### src/hdl/mau_pkg.sv
// Shared types and constants for the 4x4 matrix arithmetic unit.
// Used by the top level, the serial divider and the port checker.
// Depends on nothing.
package mau_pkg;

    // Matrix geometry and fixed-point format
    localparam int MATRIX_DIM    = 4;
    localparam int FRACTION_BITS = 16;
    localparam int CELLS         = MATRIX_DIM * MATRIX_DIM;
    localparam int POS_W         = $clog2(CELLS);
    localparam int DIM_W         = $clog2(MATRIX_DIM);
    localparam int XFORM_DIM     = (MATRIX_DIM < 3) ? MATRIX_DIM : 3;

    // Accumulator: a 64-bit product after the fraction shift, plus growth over one row
    localparam int ACC_W = 64 - FRACTION_BITS + $clog2(MATRIX_DIM) + 1;

    // Divider: dividend is |A| with the fraction bits appended
    localparam int DVD_W     = 32 + FRACTION_BITS;
    localparam int DIV_CNT_W = $clog2(DVD_W);

    // Operation codes
    localparam logic [3:0] OP_WRITE_A   = 4'd0;
    localparam logic [3:0] OP_WRITE_B   = 4'd1;
    localparam logic [3:0] OP_ADD       = 4'd2;
    localparam logic [3:0] OP_SUB       = 4'd3;
    localparam logic [3:0] OP_MUL       = 4'd4;
    localparam logic [3:0] OP_SCALE     = 4'd5;
    localparam logic [3:0] OP_DIVIDE    = 4'd6;
    localparam logic [3:0] OP_TRANSPOSE = 4'd7;
    localparam logic [3:0] OP_TRANSFORM = 4'd8;

    // Saturation limits
    localparam logic signed [31:0] Q_MAX = 32'sh7fff_ffff;
    localparam logic signed [31:0] Q_MIN = 32'sh8000_0000;

    // Input word
    typedef struct packed {
        logic [3:0]         operation;
        logic [3:0]         element_index;
        logic signed [31:0] element_value;
        logic signed [31:0] scalar;
    } t_in_word;

    // Result word
    typedef struct packed {
        logic [3:0]         result_index;
        logic signed [31:0] result_value;
        logic               error_flag;
        logic               last;
    } t_out_word;

    // Divider status towards the sequencer
    typedef struct packed {
        logic               done;
        logic               err;
        logic signed [31:0] quot;
    } t_div_rsp;

endpackage

### src/hdl/mau_div.sv
// Serial restoring divider: (A * 2^FRACTION_BITS) / divisor, truncated toward zero,
// saturated to 32 bits, one quotient bit per cycle. Depends on mau_pkg.
module mau_div import mau_pkg::*; (
    input  logic               i_clk,
    input  logic               i_rst_n,
    input  logic               i_start,
    input  logic signed [31:0] i_dividend,
    input  logic signed [31:0] i_divisor,
    output t_div_rsp           o_rsp
);

    logic                 r_busy;
    logic                 r_done;
    logic [DIV_CNT_W-1:0] r_cnt;
    logic [DVD_W-1:0]     r_dvd;
    logic [31:0]          r_rem;
    logic [31:0]          r_dsr;
    logic                 r_neg;
    logic                 r_zero;
    logic                 r_a_pos;
    logic                 r_a_neg;

    logic [31:0] a_mag;
    logic [31:0] s_mag;
    logic [32:0] rem_sh;
    logic [32:0] diff;
    logic        ge;
    logic        pos_ovf;
    logic        neg_ovf;

    // Operand magnitudes; the most negative value maps to 2^31
    assign a_mag = i_dividend[31] ? (~i_dividend + 32'd1) : i_dividend;
    assign s_mag = i_divisor[31]  ? (~i_divisor + 32'd1)  : i_divisor;

    // One restoring step: shift in the next dividend bit, try the subtract
    assign rem_sh = {r_rem, r_dvd[DVD_W-1]};
    assign diff   = rem_sh - {1'b0, r_dsr};
    assign ge     = ~diff[32];

    // Sequencing of the shift-subtract loop
    always_ff @(posedge i_clk) begin
        if (!i_rst_n) begin
            r_busy <= 1'b0;
            r_done <= 1'b0;
            r_cnt  <= '0;
        end else begin
            if (i_start) begin
                r_dvd   <= {a_mag, {FRACTION_BITS{1'b0}}};
                r_rem   <= '0;
                r_dsr   <= s_mag;
                r_neg   <= i_dividend[31] ^ i_divisor[31];
                r_zero  <= (i_divisor == '0);
                r_a_pos <= !i_dividend[31] && (i_dividend != '0);
                r_a_neg <= i_dividend[31];
                r_cnt   <= '0;
                // zero divisor needs no iterations
                r_done  <= (i_divisor == '0);
                if (i_divisor != '0) begin
                    r_busy <= 1'b1;
                end
            end else if (r_busy) begin
                r_dvd  <= {r_dvd[DVD_W-2:0], ge};
                r_rem  <= ge ? diff[31:0] : rem_sh[31:0];
                r_cnt  <= r_cnt + 1'b1;
                r_done <= (r_cnt == DIV_CNT_W'(DVD_W - 1));
                if (r_cnt == DIV_CNT_W'(DVD_W - 1)) begin
                    r_busy <= 1'b0;
                end
            end else begin
                r_done <= 1'b0;
            end
        end
    end

    // Sign and saturation of the finished quotient (r_dvd now holds it)
    assign pos_ovf = |r_dvd[DVD_W-1:31];
    assign neg_ovf = (|r_dvd[DVD_W-1:32]) || (r_dvd[31] && (|r_dvd[30:0]));

    always_comb begin
        o_rsp.done = r_done;
        o_rsp.err  = 1'b0;
        o_rsp.quot = '0;
        if (r_zero) begin
            o_rsp.err = 1'b1;
            if (r_a_pos) begin
                o_rsp.quot = Q_MAX;
            end else if (r_a_neg) begin
                o_rsp.quot = Q_MIN;
            end
        end else if (r_neg) begin
            if (neg_ovf) begin
                o_rsp.err  = 1'b1;
                o_rsp.quot = Q_MIN;
            end else begin
                o_rsp.quot = ~r_dvd[31:0] + 32'd1;
            end
        end else begin
            if (pos_ovf) begin
                o_rsp.err  = 1'b1;
                o_rsp.quot = Q_MAX;
            end else begin
                o_rsp.quot = r_dvd[31:0];
            end
        end
    end

endmodule

### config.mk
export PLATFORM = sky130hd
export DESIGN_NAME = mau_div
export DESIGN_NICKNAME = d
export VERILOG_FILES = /design/src/hdl/mau_pkg.sv /design/src/hdl/mau_div.sv
export SDC_FILE = /design/constraint.sdc
export NUM_CORES = 1
export LEC_CHECK = 0
export ABC_CLOCK_PERIOD_IN_PS = 5100
export BUFFER_PORTS_ARGS = -buffer_cell sky130_fd_sc_hd__buf_4
export CORE_MARGIN = 4
export CORE_UTILIZATION = 27
export CTS_BUF_LIST = sky130_fd_sc_hd__clkbuf_4
export CTS_CLUSTER_DIAMETER = 40
export CTS_CLUSTER_SIZE = 10
export DETAILED_ROUTE_END_ITERATION = 10
export PLACE_DENSITY = 0.43
export SETUP_SLACK_MARGIN = 0.3
export SLEW_MARGIN = 10
export SYNTH_ARGS = -nofsm -noshare
export SYNTH_HDL_FRONTEND = slang
export SYNTH_SLANG_ARGS = --single-unit
### constraint.sdc
create_clock -name i_clk -period 5.1 [get_ports i_clk]
set_input_delay 1.02 -clock i_clk [delete_from_list [all_inputs] [get_ports i_clk]]
set_output_delay 1.02 -clock i_clk [all_outputs]
set_load 0.03 [all_outputs]
### Word level (Yosys, flattened, before mapping)

Cells that the tools add are included.

| storage, ports and cells | value |
|---|---|
| register bits | 124 |
| output and inout port bits | 34 |
| logic and storage cells | 59 |

| operators by class | value |
|---|---|
| add/subtract/negate cells | 5 |
| equal/unequal tests | 2 |
| mux-type cells | 20 |
| bitwise gates (word level) | 6 |
| reduce and logical (&&, ||, !) cells | 14 |

Operators by type and width:

| cell | number |
|---|---|
| $mux W32 | 7 |
| $add A32 B1 Y32 const B | 3 |
| $mux W48 | 2 |
| $not A32 Y32 | 3 |
| $mux W33 | 2 |
| $reduce_bool A32 Y1 | 2 |
| $sub A33 B32 Y33 | 1 |
| $logic_not A32 Y1 | 1 |
| $mux W31 | 1 |
| $reduce_or A31 Y1 | 1 |
| $reduce_or A17 Y1 | 1 |
| $reduce_or A16 Y1 | 1 |
| $mux W1 | 8 |
| $add A6 B1 Y6 const B | 1 |
| $eq A6 B6 Y1 const B | 1 |
| $reduce_and A2 Y1 | 2 |
| $logic_and A1 B1 Y1 | 2 |
| $ne A2 B1 Y1 const B | 1 |
| $not A1 Y1 | 2 |
| $reduce_bool A2 Y1 | 1 |
| $reduce_or A2 Y1 | 1 |
| $logic_not A1 Y1 | 1 |
| $logic_or A1 B1 Y1 | 1 |
| $xor A1 B1 Y1 | 1 |

### Logic depth before layout (Yosys ltp)

| depth | value |
|---|---|
| depth in word-level cells | 6 |
| mapped depth | 14 |

### Least setup slack after synthesis

OpenSTA, ideal clock, no wires.

| timing | value |
|---|---|
| path type | reg2out |
| start point | reg r_dvd[0] |
| end point | out o_rsp[26] in the netlist's numbering |
| data arrival time | 3.386 ns |
| slack | 0.694 ns |
| cell stages (with the launch flop) | 12 |
| path buffers | 1 |
| cell sequence | edfxtp_1 > inv_1 > ha_1 > or3b_1 > or4_4 > nor4_4 > nand4b_1 > a21o_1 > nor2_1 > buf_4 > nand3_1 > a311oi_1 |

RTL lines:

| item | RTL line | source |
|---|---|---|
| from (decl) | mau_div.sv:15 | `logic [DVD_W-1:0] r_dvd;` |
| from (signal assigned) | mau_div.sv:48 | `r_dvd <= {a_mag, {FRACTION_BITS{1'b0}}};` |
| from (signal assigned) | mau_div.sv:62 | `r_dvd <= {r_dvd[DVD_W-2:0], ge};` |
| to (decl) | mau_div.sv:9 | `output t_div_rsp o_rsp` |

==> impl_metrics.yaml <==
worst_setup_path:
  critPathSlowestCell: "or4_4"
  cp-end-kind: "output port"
  timing_worst_setup_path_type: "reg -> out"
  startpoint_type: "register"
  path_buf_inv: 4
  required_ns: 4.08
  path_delay_family: "simple AND/OR/NAND/NOR gates"
  cp_max_fo: 12
  cp_common_cell: "buf_4"
  cp_cell_sequence: "inv_2 > ha_4 > or3b_4 > or4_4 > nor4_4 > nand4b_1 > buf_4 > a21oi_4 > buf_4 > nand2_4 > nor3b_1 > a21oi_1 > a21oi_2 > buf_4"
  worstPathArrival_ns: 3.78
  cpPeakStageDelay_ns: 0.47
drt:
  viasPerCell: 4.90
  avgRoutedWirePerCell_um: 16.2
  via_count: 7716
  ant_nets: 0
  firstDrtPassIters: 4
  finalWirelength_mm: 25.6
  drc: 0
  initialDrtViolationCount: 378
pwr:
  vdd_drop_max_mv: 0.146
  swShare_pct: 34.8
  p_per_area_nw_per_um2: 267
  combPwrFrac_pct: 31.9
  p_sw_mw: 1.02
  p_int_mw: 1.91
  totalPowerFinal_mw: 2.93
  pwr-share-seq_pct: 44.1
  pwr-share-clk_pct: 23.9
  p_leak_nw: 4.18
yosys:
  syn_area_per_cell_sq_um: 9.02
  synthDistinctLibCells: 72
  synth_top_area_cell: "edfxtp_1"
  ys_warn_count: 0
  yosys.area.top_type_share_pct: 38.2
  synth_area_leaders: "edfxtp_1 38%, a21oi_1 6.5%, ha_1 4.9%"
  synth_nets: 1115
  yosys-top-cells-count: "119 x a21oi_1, 116 x edfxtp_1, 95 x nor2_1"
  synth_seq_cells: 124
  syn-cell-area_sq_um: 9120
  synthArstFlopShare_pct: 0
  synth_edf_count: 116
  ys_seq_area_share_pct: 39.9
  synth_cells: 1011
  synth.most_common_cell: "a21oi_1"
  synth_flop_cell: "edfxtp_1"
cells_and_area:
  final_area_sq_um: 11000
  nets: 1218
  drive_gt1_share_pct: 18.8
  area_growth_pct: 20.3
  fill_cells: 3531
floorplan:
  die_y_um: 192
  start_util_pct: 27.3
  die_area_sq_um: 36800
  core.rowCount: 67
  coreArea_sq_um: 33400
  num_io_pins: 101
  fp.dieW_um: 192
clock_tree:
  cts_tree: "done"
  htreeDepth: 4
  cts_root_buffer: "clkbuf_4"
  clkSinkCount: 124
  cts_buffers: 17
  hold_buffers: 0
  cts_max_path_buffers: 2
  clk_latency_ns: 0.53
  path_clk_slew_ns: 0.13
global_route:
  grt_max_degree: 78
  grt_pass1_vias: 7389
  globalRoute.totalOverflow: 0
  grt_usage_pct: 13.6
  antenna_found_initial: 1
  grt_pass1_wl_mm: 39.9
timing:
  hold_ws_ns: 0.495
  period_share_pct: 94.1
  drv_slew: 0
  setup_viol: 0
  finalWorstPathRequiredPeriod_ns: 4.80
  rsz0062_at_grt: "true"
  clock_skew_ns: 0.0274
  tns_ns: 0
  hold_viol_final: 0
  worst_slack_ns: 0.301
  slew_headroom_pct: 47.1
  fmax_mhz: 208
  worstMarginPinSlew_ns: 0.793
placement:
  pre_cts_ws_ns: 0.456
  hpwl_mm: 19.0
  dpl_cell_area_sq_um: 10300
  portBuffers: 100
  place.gp.congestion: 0.882
flow_run:
  maxCapViolCount: 0
run_status:
  status: "finished clean"
hold_path:
  hold_class: "reg -> reg"
worst paths after layout:
| path | from | to | slack (ns) | cells past startpoint |
|---|---|---|---|---|
| setup reg to reg | r_dvd[47]$_DFFE_PP_ | r_rem[6]$_SDFFCE_PP0P_ | 1.16 | 13 |
| hold reg to reg | r_cnt[5]$_SDFFE_PP0P_ | r_cnt[5]$_SDFFE_PP0P_ | 0.50 | 2 |
| hold / removal | r_cnt[5]$_SDFFE_PP0P_ | r_cnt[5]$_SDFFE_PP0P_ | 0.50 | 2 |
| setup / recovery | r_dvd[0]$_SDFFCE_PP0P_ | o_rsp[23] | 0.30 | 14 |
per-layer routing:
layer / part of all wire [%] / routed length (um) / GRT usage, %
met5: 0 / 0 / 0
met4: 1.1 / 278 / 3.31
met3: 3.3 / 854 / 2.20
met2: 47 / 12000 / 22.2
met1: 49 / 12500 / 18.9
tightest hold or removal path, delay by kind of cell (launching register included):
family	cells	cell delay, ns
flops	1	0.33
compound gates	2	0.13
what timing repair did:
item                                    in CTS  in global routing
gates resized for setup                     19                 25
cloned                                       0                  1
pin swaps                                    2                  6
endpoints found under the setup margin      29                 28
buffers inserted                             8                 13
cell type report:
class                   count  area (sq um)  share of cell area, %
flip-flops and latches    124          3640                   33.2
inverters                  57           214                   1.95
multi-input cells         783          5270                   48.0
clock buffers              20           150                   1.37
repair buffers            131          1010                   9.25
well taps                 448           561                   5.11
diodes                      1          2.50                 0.0228
clock inverters            12           121                   1.11
power groups by stage:
stage / Sequential, mW / Combinational, mW / Clock (mW)
2_1_floorplan: 1.28 / 0.654 / 0
3_3_place_gp: 1.31 / 0.926 / 0
3_5_place_dp: 1.31 / 0.927 / 0
4_1_cts: 1.29 / 0.936 / 0.743
5_1_grt: 1.30 / 1.04 / 0.783
6_report: 1.29 / 0.934 / 0.700
flip-flops by register name (all words and copies together), names as in the netlist, 6 cells and up:
name,flops
r_dvd,48
r_dsr,32
r_rem,32
r_cnt,6
per-stage QoR:
step                      instances  utilization, %
after floorplan                1011               -
after global placement         1521            30.9
after detailed placement       1521            30.9
after CTS                      1561            32.1
after global routing           1576            32.8
final                          1576            32.8
placed cells by master, fill, tap and decap left out, types with 4 or more instances in the layout:
cell,instances
clkbuf_4,20
a221oi_1,4
o41ai_1,9
nand3b_1,6
nor3_1,23
o21ai_0,52
nor2_1,94
nor4_4,4
a21o_1,28
a21oi_2,4
nor3b_1,7
nand4_1,12
ha_1,35
nand2_1,78
nor4_1,13
o31ai_1,17
or3_1,19
a21oi_1,115
mux2i_1,15
xor2_1,41
a211oi_1,11
xnor2_1,46
and3_1,4
nor4_2,4
o21a_1,5
inv_1,55
buf_4,126
dfxtp_1,8
or4_1,6
nand2b_1,18
edfxtp_1,116
a31oi_1,10
nor2b_1,17
nand3_1,14
logic make-up after synthesis:
group                    after synthesis  share of synthesized area, %
adder cells (fa/ha/maj)               37                          5.16
AO/OA/AOI/OAI                        295                          20.3
XOR/XNOR                              87                          8.35
AND/OR/NAND/NOR                      347                          19.7
flip-flops                           124                          39.9
buffers and inverters                105                          4.79
multiplexers                          16                          1.77
Power figures use the tool's default switching activity.
